--- src/rtl/prt_pkg.sv ---
// Shared constants, codes, types and a helper function of the packet receipt tracker.
package prt_pkg;

  localparam int PKT_W       = 16;
  localparam int MAX_TRACKED = 4096;
  localparam logic [PKT_W-1:0] SAT16 = 16'hFFFF;

  // The received map is kept as rows of ROW_BITS bits.
  localparam int ROW_BITS  = 32;
  localparam int ROW_OFF_W = $clog2(ROW_BITS);
  localparam int MAP_ROWS  = (MAX_TRACKED + ROW_BITS - 1) / ROW_BITS;
  localparam int ROW_AW    = (MAP_ROWS > 1) ? $clog2(MAP_ROWS) : 1;

  localparam int CFG_AW = 3;
  localparam logic [CFG_AW-1:0] CFG_EXTRA_ADDR = 3'd0;
  localparam logic [7:0] EXTRA_RESET = 8'd4;

  localparam logic REPLY_ACK    = 1'b0;
  localparam logic REPLY_GOTALL = 1'b1;

  typedef logic [PKT_W-1:0] pkt_t;

  typedef enum logic [2:0] {
    OP_RESET  = 3'd0,
    OP_DATA   = 3'd1,
    OP_SYNC   = 3'd2,
    OP_GOTALL = 3'd3,
    OP_FINAL  = 3'd4,
    OP_POLL   = 3'd5
  } prt_op_e;

  // Commands from the controller to the datapath.
  typedef struct packed {
    logic load_req;
    logic do_reset;
    logic rd_pk;
    logic rd_cur;
    logic mark_pk;
    logic inorder;
    logic scan_eval;
    logic emit_ack;
    logic clr_cur;
    logic sync_load;
    logic gotall;
    logic repeat_ga;
    logic fin_op;
  } prt_cmd_t;

  // Status from the datapath to the controller.
  typedef struct packed {
    prt_op_e op;
    logic    accepted;
    logic    track;
    logic    pk_lt_et;
    logic    pk_eq_cur;
    logic    cur_lt_et;
    logic    complete;
    logic    pk_bit;
    logic    scan_more;
    logic    out_free;
  } prt_stat_t;

  // Index of the lowest set bit of a row word.
  function automatic logic [ROW_OFF_W-1:0] prt_first_one(input logic [ROW_BITS-1:0] v);
    logic [ROW_BITS-1:0]  lsb;
    logic [ROW_OFF_W-1:0] idx;
    lsb = v & (~v + {{(ROW_BITS-1){1'b0}}, 1'b1});
    idx = '0;
    for (int i = 0; i < ROW_BITS; i++) begin
      if (lsb[i]) idx = idx | ROW_OFF_W'(i);
    end
    return idx;
  endfunction

endpackage

--- src/rtl/prt_ctrl.sv ---
// Controller state machine: sequences map reads, marks, cursor scans and replies.
module prt_ctrl (
  input  logic               clk_i,
  input  logic               rst_ni,
  input  logic               req_valid_i,
  output logic               req_ready_o,
  input  prt_pkg::prt_stat_t stat_i,
  output prt_pkg::prt_cmd_t  cmd_o
);
  import prt_pkg::*;

  typedef enum logic [3:0] {
    S_IDLE,
    S_DISPATCH,
    S_MARK,
    S_SCAN_RD,
    S_SCAN_EV,
    S_ACK,
    S_CLR_CHK,
    S_CLR,
    S_SYNC,
    S_GOTALL,
    S_REPEAT
  } state_e;

  state_e state_q, state_d;

  always_comb begin
    state_d     = state_q;
    cmd_o       = '0;
    req_ready_o = (state_q == S_IDLE);
    unique case (state_q)
      S_IDLE: begin
        if (req_valid_i) begin
          cmd_o.load_req = 1'b1;
          state_d        = S_DISPATCH;
        end
      end
      S_DISPATCH: begin
        unique case (stat_i.op)
          OP_RESET: begin
            cmd_o.do_reset = 1'b1;
            state_d        = S_IDLE;
          end
          OP_DATA: begin
            priority if (stat_i.complete) begin
              state_d = S_REPEAT;
            end else if (!stat_i.accepted) begin
              state_d = S_ACK;
            end else if (!stat_i.track) begin
              cmd_o.inorder = 1'b1;
              state_d       = S_ACK;
            end else if (stat_i.pk_lt_et) begin
              cmd_o.rd_pk = 1'b1;
              state_d     = S_MARK;
            end else begin
              state_d = S_ACK;
            end
          end
          OP_SYNC:   state_d = S_SYNC;
          OP_GOTALL: state_d = S_GOTALL;
          OP_FINAL: begin
            cmd_o.fin_op = 1'b1;
            state_d      = S_IDLE;
          end
          OP_POLL:   state_d = stat_i.complete ? S_REPEAT : S_IDLE;
          default:   state_d = S_IDLE;
        endcase
      end
      S_MARK: begin
        cmd_o.mark_pk = 1'b1;
        state_d = (!stat_i.pk_bit && stat_i.pk_eq_cur) ? S_SCAN_RD : S_ACK;
      end
      S_SCAN_RD: begin
        cmd_o.rd_cur = 1'b1;
        state_d      = S_SCAN_EV;
      end
      S_SCAN_EV: begin
        cmd_o.scan_eval = 1'b1;
        state_d = stat_i.scan_more ? S_SCAN_RD : S_ACK;
      end
      S_ACK: begin
        if (stat_i.out_free) begin
          cmd_o.emit_ack = 1'b1;
          state_d        = S_CLR_CHK;
        end
      end
      S_CLR_CHK: begin
        if (stat_i.track && stat_i.cur_lt_et) begin
          cmd_o.rd_cur = 1'b1;
          state_d      = S_CLR;
        end else begin
          state_d = S_IDLE;
        end
      end
      S_CLR: begin
        cmd_o.clr_cur = 1'b1;
        state_d       = S_IDLE;
      end
      S_SYNC: begin
        if (stat_i.out_free) begin
          cmd_o.sync_load = 1'b1;
          state_d         = S_CLR_CHK;
        end
      end
      S_GOTALL: begin
        if (stat_i.out_free) begin
          cmd_o.gotall = 1'b1;
          state_d      = S_IDLE;
        end
      end
      S_REPEAT: begin
        if (stat_i.out_free) begin
          cmd_o.repeat_ga = 1'b1;
          state_d         = S_IDLE;
        end
      end
      default: state_d = S_IDLE;
    endcase
  end

  always_ff @(posedge clk_i or negedge rst_ni) begin
    if (!rst_ni) begin
      state_q <= S_IDLE;
    end else begin
      state_q <= state_d;
    end
  end

endmodule

--- config.mk ---
export PLATFORM = sky130hd
export DESIGN_NAME = prt_ctrl
export DESIGN_NICKNAME = d
export VERILOG_FILES = /design/src/rtl/prt_pkg.sv /design/src/rtl/prt_ctrl.sv
export SDC_FILE = /design/constraint.sdc
export NUM_CORES = 1
export LEC_CHECK = 0
export BUFFER_PORTS_ARGS = -buffer_cell sky130_fd_sc_hd__clkbuf_2
export CAP_MARGIN = 20
export CELL_PAD_IN_SITES_DETAIL_PLACEMENT = 0
export CELL_PAD_IN_SITES_GLOBAL_PLACEMENT = 2
export CORE_MARGIN = 5
export CORE_UTILIZATION = 22
export DETAILED_ROUTE_END_ITERATION = 16
export GPL_TIMING_DRIVEN = 0
export PLACE_DENSITY_LB_ADDON = 0.1
export SLEW_MARGIN = 15
export SYNTH_ARGS = -nofsm -noshare
export SYNTH_HDL_FRONTEND = slang
export SYNTH_SLANG_ARGS = --single-unit
--- constraint.sdc ---
create_clock -name clk_i -period 1.68 [get_ports clk_i]
set_input_delay 0.504 -clock clk_i [delete_from_list [all_inputs] [get_ports clk_i]]
set_output_delay 0.504 -clock clk_i [all_outputs]
set_load 0.02 [all_outputs]
== Word level (Yosys, flattened, before mapping) ==
Index checks and enable logic that the tools add are counted.

* $add $sub $neg: 0
* $mul: 0
* Div/mod/pow operators: 0
* $lt $le $gt $ge: 0
* Equal/unequal tests: 18
* Shift-type cells: 0
* Mux-type cells: 39
* Bitwise logic cells: 0
* Reductions and logical operators: 8

{| class="wikitable"
|+ Operator list
! kind !! number
|-
| $pmux 4 s8 || 1
|-
| $mux 4 || 7
|-
| $mux 1 || 24
|-
| $eq 4x3->1 const B || 4
|-
| $pmux 4 s4 || 1
|-
| $eq 4x4->1 const B || 3
|-
| $mux 3 || 4
|-
| $eq 4x2->1 const B || 2
|-
| $eq 3x2->1 const B || 2
|-
| $eq 3x3->1 const B || 2
|-
| $eq 4x1->1 const B || 1
|-
| $logic_not 4->1 || 1
|-
| $ne 2x1->1 const B || 2
|-
| $reduce_or 2->1 || 2
|-
| $eq 3x1->1 const B || 1
|-
| $logic_not 3->1 || 1
|-
| $reduce_and 3->1 || 1
|-
| $logic_and 1x1->1 || 2
|-
| $mux 2 || 1
|-
| $ne 2x2->1 const B || 1
|-
| $pmux 1 s2 || 1
|-
| $logic_not 1->1 || 1
|}

* Bits in registers: 4
* Bits in latches: 0
* Bits in writable memories: 0
* Bits in read-only memories: 0
* Output and inout port bits: 14
* Word-level logic and storage cells: 66
* Memories kept: 0

== Depth between registers and ports, before layout ==
* Depth after elaboration: 6
* Depth in mapped cells: 5
* Gate-level depth less buffers: 4

== Worst setup path after synthesis ==
No wires, ideal clock.

* Kind: flip-flop to output port
* From: register state_q[0]
* To: output port cmd_o[12] in the netlist's numbering
* Arrival: 1.513 ns
* Path slack: -0.337 ns
* Cell stages (with the launch flop): 5
* Buffers on the path: 2
* Path through: dfrtp_1 -> buf_6 -> buf_2 -> nor4_2 -> and2_1

{| class="wikitable"
|+ RTL lines
! item !! line !! RTL
|-
| start: declaration || prt_ctrl.sv:26 || <nowiki>state_e state_q, state_d;</nowiki>
|-
| start signal: assignment || prt_ctrl.sv:126 || <nowiki>state_q <= state_d;</nowiki>
|-
| end: declaration || prt_ctrl.sv:8 || <nowiki>output prt_pkg::prt_cmd_t cmd_o</nowiki>
|}

==> impl_metrics.tcl <==
set metrics [dict create \
    run_status "complete, but fails checks" \
    failed_checks "setup timing" \
    worst_case_headroom_to_the_max_slew_limit 0.8112 \
    postSynthCellCount 91 \
    cts_inserted_buffers 3 \
    p_switching_mw 1.034 \
    portBuffers 27 \
    crit_path_max_cell_delay_ps 440 \
    largest-register "state_q" \
    syn-mean-instance-area_um2 7.328 \
    flip_flop_count_of_the_largest_register_all_copies_and_words_added 4 \
    detailedPlacementHpwl_um 1883 \
    power.switching_fraction 0.4725 \
    synth_area_um2 666.9 \
    design.portCount 29 \
    leakage_nw 0.5432 \
    synth.net_count 106 \
    worst_setup_path_end_kind "output pin" \
    number_of_antenna_violations_at_the_first_check_in_global_routing 0 \
    area_growth_syn_to_layout_pct 87.24 \
    maximum_number_of_pins_on_one_net_before_global_route_repair 12 \
    antenna_cells 0 \
    timing.fmax_mhz 478.3 \
    cts_tree "yes" \
    register_area_um2 101.3 \
    ys.flop_type "sky130_fd_sc_hd__dfrtp_1" \
    clock_insertion_delay_worst_skew_ps 240 \
    drv_slew 0 \
    critical_path_buf_inv_count 1 \
    nFillCells 303 \
    total_wirelength_of_the_detailed_routed_design_um 2922 \
    placedCellCount 151 \
    timing.critical_path.cells "nand2b_4, or4_4, nor3b_4, clkbuf_8" \
    clkTransAtPathRegs_ps 40 \
    die-width_um 65.06 \
    global_route.usage.total 0.1416 \
    clock-root-buffer "sky130_fd_sc_hd__clkbuf_4" \
    start_util 0.2239 \
    power.density_cell_area_nw_per_um2 1752 \
    grt_overflow 0 \
    finish.cell_count_without_fillers 177 \
    largest_registers "state_q: 4 flops" \
    worst-slew-pin-transition_ps 281.0 \
    drive_gt1_frac 0.6111 \
    power.share.combinational 0.863 \
    count_of_flip_flops_with_a_built_in_enable_after_synthesis 0 \
    finalWeightedCongestion 0.7772 \
    finalWorstSetupSlack_ps -410.9 \
    synthesis.yosys.warnings 0 \
    worst_min_delay_path_category "input port to async pin" \
    reg2regPathDepth 6 \
    drt_first_pass_iters 4 \
    data_arrival_time_of_the_worst_path_ps 1590 \
    final_cycle_share 1.245 \
    fin_skew_ps 3.568 \
    timing.critical_path.slowest_stage_cell "sky130_fd_sc_hd__or4_4" \
    setup_tns_ps -3627 \
    finalSetupViolations 14 \
    grt_pass1_wl_um 4678 \
    cp.depth 4 \
    core_area_um2 2978 \
    power_internal_mw 1.154 \
    route.detailed.drc 0 \
    synth-seq-cells 4 \
    critPathRequiredTime_ps 1180 \
    period_minus_slack_ps 2091 \
    regToRegStartpoint "state_q[1]" \
    antenna_violating_nets_post_route 0 \
    rows 20 \
    crit_path_max_fanout 3 \
    critical_setup_path_class "flip-flop to output pin" \
    initialDrtViolationCount 43 \
    routed-via-count 961 \
    worstSetupStartpoint "state_q[1]" \
    post_dr_wirelength_cell_um 16.51 \
    grt_pass1_vias 965 \
    crit_path_start_kind "flip-flop" \
    multiInputGateArea_um2 585.6 \
    cp_top_family "simple AND/OR/NAND/NOR gates" \
    synth_sequential_area_ratio 0.1501 \
    setup_slack_on_the_worst_flop_to_flop_path_ps 70 \
    via_per_inst 5.429 \
    synth-async-reset-ratio 1.000 \
    ctsHtreeMaxLevel 1 \
    fp.dieH_um 65.06 \
    pwr-share-clk 0.055 \
    nNetsFinal 161 \
    clockBufferDepth 2 \
    finish.utilization 0.4193 \
    unrepaired_setup_endpoints_after_global_routing "true" \
    synth.lib_cells_used.distinct 40 \
    report.final.hold_viol_count 0 \
    worst_ir_drop_vdd_v 0.0004203 \
    dieArea_um2 4232 \
    numClockSinks 4 \
    drv_cap 0 \
    share_seq_of_total_power 0.082 \
]
kinds of logic after synthesis:
kind of cell	Yosys count	share of synthesized area
AND/OR/NAND/NOR	48	0.4278
AO/OA/AOI/OAI	25	0.2739
flip-flops	4	0.1501
buffers and inverters	12	0.1163
multiplexers	2	0.03189
routing by layer:
| layer | global-route usage | share of wire | vias to the layer above |
|---|---|---|---|
| met2 | 0.2554 | 0.51 | 31 |
| met3 | 0.01733 | 0.047 | 4 |
| met1 | 0.1755 | 0.43 | 471 |
| met4 | 0.03886 | 0.011 | 0 |
| li1 | - | - | 455 |
| met5 | 0 | 0 | - |
timing repair:
action / in CTS / in global routing
hold buffers: 0 / 0
gates cloned: 0 / 0
hold endpoints to repair: 0 / 0
pin swaps: 9 / 3
endpoints found under the setup margin: 14 / 14
buffers inserted: 19 / 5
resized for setup: 39 / 18
path summary, 6_finish.rpt:
path | to
hold / removal | state_q[2]
max in group asynchronous | state_q[1]
setup reg to reg | state_q[2]
min in group clk_i | state_q[1]
hold reg to reg | state_q[3]
setup / recovery | cmd_o[0]
synth_stat cells (2+ instances only):
master	number	area, um^2
sky130_fd_sc_hd__a21oi_1	3	15.01
sky130_fd_sc_hd__a221o_1	2	20.02
sky130_fd_sc_hd__a31oi_1	5	31.28
sky130_fd_sc_hd__buf_2	2	10.01
sky130_fd_sc_hd__buf_4	2	15.01
sky130_fd_sc_hd__buf_6	3	33.78
sky130_fd_sc_hd__dfrtp_1	4	100.1
sky130_fd_sc_hd__inv_1	3	11.26
sky130_fd_sc_hd__nand2_1	9	33.78
sky130_fd_sc_hd__nand2b_1	3	18.77
sky130_fd_sc_hd__nand3_1	4	20.02
sky130_fd_sc_hd__nor2_1	10	37.54
sky130_fd_sc_hd__nor2b_1	2	12.51
sky130_fd_sc_hd__nor3_1	8	40.04
sky130_fd_sc_hd__nor3b_2	2	25.02
sky130_fd_sc_hd__nor4_1	3	18.77
sky130_fd_sc_hd__o21ai_0	2	10.01
sky130_fd_sc_hd__o22ai_1	2	12.51
power by group through the flow:
| stage | registers (mW) | logic, mW | clock network, mW |
|---|---|---|---|
| global route | 0.184 | 2.01 | 0.127 |
| CTS | 0.176 | 1.72 | 0.122 |
| global placement | 0.193 | 1.25 | 0 |
| floorplan | 0.173 | 0.928 | 0 |
| finish | 0.179 | 1.89 | 0.120 |
| detailed placement | 0.189 | 1.22 | 0 |
through the flow:
stage | hold WS (ps) | cell area, um^2 | worst slack (ps) | power (mW)
final | 63.44 | 1249 | -410.9 | 2.187
after global routing | 66.48 | 1249 | -479.4 | 2.320
after CTS | 62.55 | 1181 | -411.8 | 2.022
after detailed placement | 312.7 | 899.6 | -346.9 | 1.409
after global placement | 309.2 | 899.6 | -343.7 | 1.438
after floorplan | 208.4 | 723.2 | -145.0 | 1.101
layout make-up:
class,count,area share
well taps,33,0.03307
flip-flops and latches,4,0.08116
plain buffers,7,0.06112
clock buffers,3,0.01804
inverters,4,0.02204
multi-input cells,75,0.4689
repair buffers,51,0.3156
cell usage in the layout, fill, tap and decap left out, types with 4 or more instances in the layout:
cell and instances:
sky130_fd_sc_hd__nand2_1 5, sky130_fd_sc_hd__nor2_1 7, sky130_fd_sc_hd__nor3_2 7, sky130_fd_sc_hd__buf_6 4, sky130_fd_sc_hd__buf_4 32, sky130_fd_sc_hd__clkbuf_2 14
sky130_fd_sc_hd__clkbuf_8 4, sky130_fd_sc_hd__a31oi_1 5, sky130_fd_sc_hd__nand3_1 4, sky130_fd_sc_hd__buf_8 4
No activity file was read; power rests on OpenSTA's default activity.
